## config.mk

```make
export PLATFORM = sky130hd
export DESIGN_NAME = bitplane_image_stream_decoder
export DESIGN_NICKNAME = d
export VERILOG_FILES = /design/src/rtl/core/bisd_pkg.sv /design/src/rtl/core/bisd_emit.sv /design/src/rtl/core/bitplane_image_stream_decoder.sv
export SDC_FILE = /design/constraint.sdc
export NUM_CORES = 1
export LEC_CHECK = 0
export BUFFER_PORTS_ARGS = -buffer_cell sky130_fd_sc_hd__buf_2
export CORE_ASPECT_RATIO = 2
export CORE_MARGIN = 2
export CORE_UTILIZATION = 26
export CTS_BUF_LIST = sky130_fd_sc_hd__clkbuf_4
export DETAILED_ROUTE_END_ITERATION = 12
export GPL_ROUTABILITY_DRIVEN = 0
export GPL_TIMING_DRIVEN = 0
export PLACE_DENSITY = 0.5
export SYNTH_ARGS = -nofsm -noshare
export SYNTH_HDL_FRONTEND = slang
export SYNTH_SLANG_ARGS = --single-unit
```

## constraint.sdc

```tcl
create_clock -name clock -period 3.7 [get_ports clock]
set_input_delay 0.74 -clock clock [delete_from_list [all_inputs] [get_ports clock]]
set_output_delay 0.74 -clock clock [all_outputs]
set_load 0.02 [all_outputs]
```

## src/rtl/core/bisd_pkg.sv

```systemverilog
// Shared constants, types and the color expansion table of the bitplane image decoder.
`timescale 1ns / 1ps
`default_nettype none

package bisd_pkg;

   localparam int HEADER_BYTES   = 128;
   localparam int ROWS           = 200;
   localparam int BLOCKS_PER_ROW = 20;
   localparam int CHECK_BYTES    = 4;
   localparam int PALETTE_END    = 36;
   localparam int HDR_CNT_W      = $clog2(HEADER_BYTES);
   localparam int PLANES         = 4;
   localparam int PLANE_W        = 16;
   localparam int PAL_ENTRIES    = 16;

   typedef struct packed {
      logic       en;
      logic       second;
      logic [3:0] entry;
      logic [7:0] data;
   } pal_wr_type;

   typedef struct packed {
      logic [PLANES-1:0][PLANE_W-1:0] planes;
      logic [4:0]                     col;
      logic [7:0]                     row;
      logic                           last;
      logic                           bad;
   } block_type;

   typedef struct packed {
      logic busy;
      logic can_load;
   } emit_stat_type;

   function automatic logic [7:0] expand3(input logic [2:0] k);
      logic [7:0] v;
      unique case (k)
         3'd0: v = 8'd0;
         3'd1: v = 8'd36;
         3'd2: v = 8'd72;
         3'd3: v = 8'd109;
         3'd4: v = 8'd145;
         3'd5: v = 8'd182;
         3'd6: v = 8'd218;
         3'd7: v = 8'd255;
         default: v = 8'd0;
      endcase
      return v;
   endfunction

endpackage

`default_nettype wire

```

## src/rtl/core/bisd_emit.sv

```systemverilog
// Palette store and pixel serializer that turns one block of plane words into 16 pixels.
`timescale 1ns / 1ps
`default_nettype none

module bisd_emit
   import bisd_pkg::*;
(
   input  wire logic          clock,
   input  wire logic          reset,
   input  wire pal_wr_type    pal_wr,
   input  wire logic          load,
   input  wire block_type     blk,
   output      emit_stat_type stat,
   output      logic          rsp_tvalid,
   input  wire logic          rsp_tready,
   output      logic [47:0]   rsp_tdata,
   output      logic          rsp_tlast,
   output      logic [1:0]    rsp_tuser
);

   logic [8:0] palette_ff [PAL_ENTRIES];
   logic [8:0] palette_in [PAL_ENTRIES];

   logic                           busy_ff, busy_in;
   logic [3:0]                     z_ff, z_in;
   logic [PLANES-1:0][PLANE_W-1:0] planes_ff, planes_in;
   logic [4:0]                     col_ff, col_in;
   logic [7:0]                     row_ff, row_in;
   logic                           last_ff, last_in;
   logic                           bad_ff, bad_in;

   logic        valid_ff, valid_in;
   logic [47:0] data_ff, data_in;
   logic        tlast_ff, tlast_in;
   logic [1:0]  user_ff, user_in;

   logic       advance;
   logic       finishing;
   logic [3:0] idx;
   logic [8:0] pe;

   assign advance   = busy_ff && (!valid_ff || rsp_tready);
   assign finishing = advance && (z_ff == 4'hF);
   assign stat.busy     = busy_ff;
   assign stat.can_load = !busy_ff || finishing;

   assign idx = {planes_ff[3][PLANE_W-1], planes_ff[2][PLANE_W-1],
                 planes_ff[1][PLANE_W-1], planes_ff[0][PLANE_W-1]};
   assign pe  = palette_ff[idx];

   always_comb begin
      for (int i = 0; i < PAL_ENTRIES; i++) begin
         palette_in[i] = palette_ff[i];
      end
      if (pal_wr.en) begin
         if (pal_wr.second) begin
            palette_in[pal_wr.entry][5:0] = {pal_wr.data[6:4], pal_wr.data[2:0]};
         end else begin
            palette_in[pal_wr.entry][8:6] = pal_wr.data[2:0];
         end
      end
   end

   always_comb begin
      busy_in   = busy_ff;
      z_in      = z_ff;
      planes_in = planes_ff;
      col_in    = col_ff;
      row_in    = row_ff;
      last_in   = last_ff;
      bad_in    = bad_ff;
      valid_in  = valid_ff;
      data_in   = data_ff;
      tlast_in  = tlast_ff;
      user_in   = user_ff;
      if (advance) begin
         valid_in = 1'b1;
         data_in  = {3'b000, expand3(pe[2:0]), expand3(pe[5:3]), expand3(pe[8:6]),
                     idx, row_ff, col_ff, z_ff};
         tlast_in = (z_ff == 4'hF);
         user_in  = {bad_ff, last_ff && (z_ff == 4'hF)};
         for (int p = 0; p < PLANES; p++) begin
            planes_in[p] = {planes_ff[p][PLANE_W-2:0], 1'b0};
         end
         z_in = z_ff + 4'd1;
         if (z_ff == 4'hF) begin
            busy_in = 1'b0;
         end
      end else if (valid_ff && rsp_tready) begin
         valid_in = 1'b0;
      end
      if (load) begin
         busy_in   = 1'b1;
         z_in      = 4'd0;
         planes_in = blk.planes;
         col_in    = blk.col;
         row_in    = blk.row;
         last_in   = blk.last;
         bad_in    = blk.bad;
      end
   end

   always_ff @(posedge clock) begin
      if (reset) begin
         for (int i = 0; i < PAL_ENTRIES; i++) begin
            palette_ff[i] <= '0;
         end
         busy_ff  <= 1'b0;
         z_ff     <= '0;
         valid_ff <= 1'b0;
      end else begin
         for (int i = 0; i < PAL_ENTRIES; i++) begin
            palette_ff[i] <= palette_in[i];
         end
         busy_ff  <= busy_in;
         z_ff     <= z_in;
         valid_ff <= valid_in;
      end
   end

   always_ff @(posedge clock) begin
      planes_ff <= planes_in;
      col_ff    <= col_in;
      row_ff    <= row_in;
      last_ff   <= last_in;
      bad_ff    <= bad_in;
      data_ff   <= data_in;
      tlast_ff  <= tlast_in;
      user_ff   <= user_in;
   end

   assign rsp_tvalid = valid_ff;
   assign rsp_tdata  = data_ff;
   assign rsp_tlast  = tlast_ff;
   assign rsp_tuser  = user_ff;

endmodule

`default_nettype wire

```

## src/rtl/core/bitplane_image_stream_decoder.sv

```systemverilog
// Top level of the four-plane image stream decoder: header parser, byte grouping and output.
`timescale 1ns / 1ps
`default_nettype none

// One byte of the image file enters per transfer on the req channel; every eighth pixel byte
// yields sixteen pixels on the rsp channel, one per cycle while the receiver does not stall.
// Bytes one to seven of a group are taken at once; the eighth waits until the pixel
// serializer has issued the last pixel of the previous block. Header bytes are held while the
// serializer still works on a block, so a new palette never colors pixels of the old image.
// The palette store is cleared by reset and keeps the last palette that a header wrote. A write
// on the csr channel changes header parsing from the next image, or at once at an image start.

module bitplane_image_stream_decoder
   import bisd_pkg::*;
(
   input  wire logic        clock,
   input  wire logic        reset,
   input  wire logic        req_tvalid,
   output      logic        req_tready,
   input  wire logic [7:0]  req_tdata,  // [7:0] byte_value
   output      logic        rsp_tvalid,
   input  wire logic        rsp_tready,
   output      logic [47:0] rsp_tdata,  // [8:0] pixel_x, [16:9] pixel_y, [20:17] color_index,
                                        // [28:21] red, [36:29] green, [44:37] blue, zero pad
   output      logic        rsp_tlast,  // run_last
   output      logic [1:0]  rsp_tuser,  // [0] frame_end, [1] header_bad
   input  wire logic        csr_valid,
   output      logic        csr_ready,
   input  wire logic        csr_data    // header_present
);

   logic                 hdr_present_ff, hdr_present_in;
   logic                 in_header_ff, in_header_in;
   logic [HDR_CNT_W-1:0] hdr_count_ff, hdr_count_in;
   logic [55:0]          group_ff, group_in;
   logic [2:0]           group_count_ff, group_count_in;
   logic [4:0]           block_col_ff, block_col_in;
   logic [7:0]           row_ff, row_in;
   logic                 check_ff, check_in;

   pal_wr_type           pal_wr;
   block_type            blk;
   emit_stat_type        stat;
   logic                 load;
   logic                 accept;
   logic                 at_start;
   logic [63:0]          all_bytes;
   logic [HDR_CNT_W-1:0] pal_offset;

   assign csr_ready = 1'b1;
   assign req_tready = in_header_ff ? !stat.busy : ((group_count_ff != 3'd7) || stat.can_load);
   assign accept = req_tvalid && req_tready;
   assign at_start = in_header_ff ? (hdr_count_ff == '0)
                   : ((group_count_ff == 3'd0) && (block_col_ff == 5'd0) && (row_ff == 8'd0));
   assign all_bytes  = {group_ff, req_tdata};
   assign pal_offset = hdr_count_ff - HDR_CNT_W'(CHECK_BYTES);

   always_comb begin
      for (int p = 0; p < PLANES; p++) begin
         blk.planes[p] = all_bytes[63 - PLANE_W * p -: PLANE_W];
      end
      blk.col  = block_col_ff;
      blk.row  = row_ff;
      blk.last = (row_ff == 8'(ROWS - 1)) && (block_col_ff == 5'(BLOCKS_PER_ROW - 1));
      blk.bad  = check_ff;
   end

   always_comb begin
      hdr_present_in = hdr_present_ff;
      in_header_in   = in_header_ff;
      hdr_count_in   = hdr_count_ff;
      group_in       = group_ff;
      group_count_in = group_count_ff;
      block_col_in   = block_col_ff;
      row_in         = row_ff;
      check_in       = check_ff;
      load           = 1'b0;
      pal_wr.en      = 1'b0;
      pal_wr.second  = pal_offset[0];
      pal_wr.entry   = pal_offset[4:1];
      pal_wr.data    = req_tdata;
      if (accept) begin
         if (in_header_ff) begin
            if (hdr_count_ff < HDR_CNT_W'(CHECK_BYTES)) begin
               if (req_tdata != 8'd0) begin
                  check_in = 1'b1;
               end
            end else if (hdr_count_ff < HDR_CNT_W'(PALETTE_END)) begin
               pal_wr.en = 1'b1;
            end
            if (hdr_count_ff == HDR_CNT_W'(HEADER_BYTES - 1)) begin
               hdr_count_in = '0;
               in_header_in = 1'b0;
            end else begin
               hdr_count_in = hdr_count_ff + 1'b1;
            end
         end else if (group_count_ff != 3'd7) begin
            group_in       = {group_ff[47:0], req_tdata};
            group_count_in = group_count_ff + 3'd1;
         end else begin
            load           = 1'b1;
            group_count_in = 3'd0;
            if (block_col_ff == 5'(BLOCKS_PER_ROW - 1)) begin
               block_col_in = 5'd0;
               if (row_ff == 8'(ROWS - 1)) begin
                  row_in       = 8'd0;
                  in_header_in = hdr_present_ff;
                  hdr_count_in = '0;
               end else begin
                  row_in = row_ff + 8'd1;
               end
            end else begin
               block_col_in = block_col_ff + 5'd1;
            end
         end
      end
      if (csr_valid) begin
         hdr_present_in = csr_data;
         if (at_start) begin
            in_header_in = csr_data;
            hdr_count_in = '0;
         end
      end
   end

   always_ff @(posedge clock) begin
      if (reset) begin
         hdr_present_ff <= 1'b1;
         in_header_ff   <= 1'b1;
         hdr_count_ff   <= '0;
         group_count_ff <= '0;
         block_col_ff   <= '0;
         row_ff         <= '0;
         check_ff       <= 1'b0;
      end else begin
         hdr_present_ff <= hdr_present_in;
         in_header_ff   <= in_header_in;
         hdr_count_ff   <= hdr_count_in;
         group_count_ff <= group_count_in;
         block_col_ff   <= block_col_in;
         row_ff         <= row_in;
         check_ff       <= check_in;
      end
   end

   always_ff @(posedge clock) begin
      group_ff <= group_in;
   end

   bisd_emit u_emit (
      .clock      (clock),
      .reset      (reset),
      .pal_wr     (pal_wr),
      .load       (load),
      .blk        (blk),
      .stat       (stat),
      .rsp_tvalid (rsp_tvalid),
      .rsp_tready (rsp_tready),
      .rsp_tdata  (rsp_tdata),
      .rsp_tlast  (rsp_tlast),
      .rsp_tuser  (rsp_tuser)
   );

endmodule

`default_nettype wire

```

==> reports/metrics.yaml <==
status: "completed"
rows: 124
synth-seq-cells: 354
clk_latency_ps: 800
grt_pass1_vias: 10830
hold_slack_ps: 167.9
hold_buffers: 0
multi_input_area_um2: 5524
start_util: 0.2616
leakagePower_nw: 7.293
synth_commonest_cells: "nand2_1, dfxtp_1, edfxtp_1"
synth_top_family_by_area: "multiplexers"
vdd_drop_max_uv: 134.5
viasPerCell: 4.543
synth_compound_area_frac: 0.02680
yosys.area.top_type: "edfxtp_1"
die_y_um: 342.5
final_max_slew_viol_count: 0
cts_root_buf: "clkbuf_4"
crit_required_ps: 2960
synth_area_leaders: "edfxtp_1, dfxtp_1, mux2i_1"
finalCritPeriodShare: 0.8929
grt.overflow.total: 0
syn2layout_area_growth_pct: 16.44
synth_edf_count: 174
fin_nets: 1421
fin_ws_ps: 396.1
vias: 10020
r2r_slack_ps: 550
yosys.area_share.simple: 0.1463
grt_pass1_wl_um: 62960
synthMuxAreaShare: 0.1774
grt_use_total: 0.1417
grt_max_degree: 65
antenna_found_initial: 2
place_ws_ps: 442.4
cts_tree: "built"
ys.flop_type: "dfxtp_1"
syn_area_per_cell_um2: 12.05
relSlewSlack: 0.3967
async_flop_share: 0
fin_worst_skew_ps: 57.31
seqCellArea_um2: 8828
startpoint_type: "flip-flop"
synth_top_area_share: 0.3508
die_width_um: 173.2
total_power_mw: 7.749
wl_per_cell_um: 18.81
htree_levels: 3
initialDrtViolationCount: 596
rsz0062_at_grt: "no"
utilization: 0.3046
drc: 0
postCtsSetupRepairBufs: 0
cts_buffers: 82
period_minus_slack_ps: 3304
critical_path_class: "reg -> out"
postSynthCellCount: 1236
cellPowerDensity_nw_per_um2: 446.9
post-synth-top-count-cell: "nand2_1"
maxCapViolations: 0
dieArea_um2: 59330
top_level_ports: 68
yosysUniqueCellTypes: 61
ys_seq_area_frac: 0.5928
synthXorXnorAreaFrac: 0.002352
cp-end-kind: "output port"
antenna_left: 0
cts_sinks: 354
portBuffers: 63
cts_resized: 0
cp.arrival_ps: 2560
post-dp-hpwl_um: 30470
final-hold-violation-count: 0
cts_buffer_depth: 3
clk_pin_slew_ps: 70
critical_path_peak_fanout: 8
wl_um: 41500
instances_no_fill: 2206
yosys.area_share.adder: 0.01596
hold_class: "in -> reg"
setup-violations-final: 0
fillers: 5865
syn_area_um2: 14890
tightest_slew_ps: 905.0
placedCellCount: 2060
synth_warnings: 0
drt-pass1-iter-count: 5
drive_gt1_frac: 0.2066
core_um2: 56940
fmax_ghz: 0.3027
-- power by group --
part	switching, mW	internal [mW]
Sequential	0.0247	4.13
Clock	1.60	1.76
Combinational	0.190	0.0528
Total	1.81	5.94
-- final timing paths --
kind                                         from                    to  cells past startpoint
worst max register to register  group_count_ff[0]  u_emit.planes_ff[56]                      8
worst max-delay path            group_count_ff[0]            req_tready                      6
worst min register to register   u_emit.col_ff[4]   u_emit.rsp_tdata[8]                      0
worst min-delay path                 req_tdata[7]           group_ff[7]                      1
-- stage by stage --
stage / area [um2] / TNS, ps
finish: 17340 / 0
floorplan: 14900 / 0
CTS: 17330 / 0
detailed placement: 16230 / 0
global placement: 16160 / -165800
global route: 17340 / 0
-- kinds of logic after synthesis --
kind of cell / after synthesis
buf+inv: 113
flops: 354
compound gates: 60
simple gates: 478
fa+ha+maj: 19
other cells: 2
mux: 206
xor+xnor: 4
-- layout make-up --
class | instances | area share
inverter | 29 | 0.006277
buffer | 84 | 0.02619
clock inverter | 17 | 0.009019
sequential | 354 | 0.5091
multi-input combinational | 771 | 0.3185
clock buffer | 126 | 0.05455
tap | 756 | 0.05455
timing repair buffer | 66 | 0.02136
antenna | 3 | 0.0004329
-- layout by cell type (no fill, tap or decap), types with 4 or more instances in the layout --
cell type | synthesis | layout
nand4_1 | 7 | 7
and2_1 | 7 | 7
nor3_1 | 15 | 15
buf_4 | 18 | 18
nand3_2 | 14 | 14
and4_1 | 4 | 4
o21ai_0 | 13 | 13
nor4_1 | 5 | 5
clkbuf_1 | 43 | 43
nor2_1 | 11 | 10
dfxtp_1 | 180 | 180
buf_2 | 14 | 77
ha_1 | 19 | 19
mux4_1 | 14 | 14
o31ai_1 | 6 | 6
nand2_1 | 351 | 350
mux4_2 | 27 | 27
edfxtp_1 | 174 | 174
or3_1 | 6 | 6
inv_2 | 6 | 7
inv_1 | 23 | 22
nand2b_1 | 4 | 4
and3_1 | 4 | 4
a21oi_1 | 15 | 15
clkbuf_4 | 1 | 127
conb_1 | 2 | 4
nor2b_1 | 9 | 9
a31oi_1 | 5 | 5
mux2i_1 | 164 | 164
clkinv_1 | 0 | 10
nand3_1 | 19 | 19
or4_1 | 5 | 5
-- registers in the layout, summed over array words and instances, names as in the netlist, 3 cells and up, named ones only --
signal and count:
u_emit.planes_ff 60, block_col_ff 5, u_emit.idx 4, u_emit.col_ff 5, u_emit.palette_ff 144, u_emit.z_ff 4, group_count_ff 3, row_ff 8
hdr_count_ff 7, u_emit.row_ff 8, group_ff 56, u_emit.rsp_tdata 36
-- metal layers --
metal  wire length [um]  up-vias  track usage
li1                   -     4743            -
met4               2973        0       0.1059
met2              23860      279       0.2853
met3               1624      138      0.02796
met5                  0        -            0
met1              13040     4861       0.1191
-- worst max-delay path: stages, from the launching register on --
cell	delay [ps]
dfxtp_1	330
ha_1	200
ha_1	300
or2_2	330
o311a_1	190
inv_1	250
buf_2	220
No activity file was read; power rests on OpenSTA's default activity.
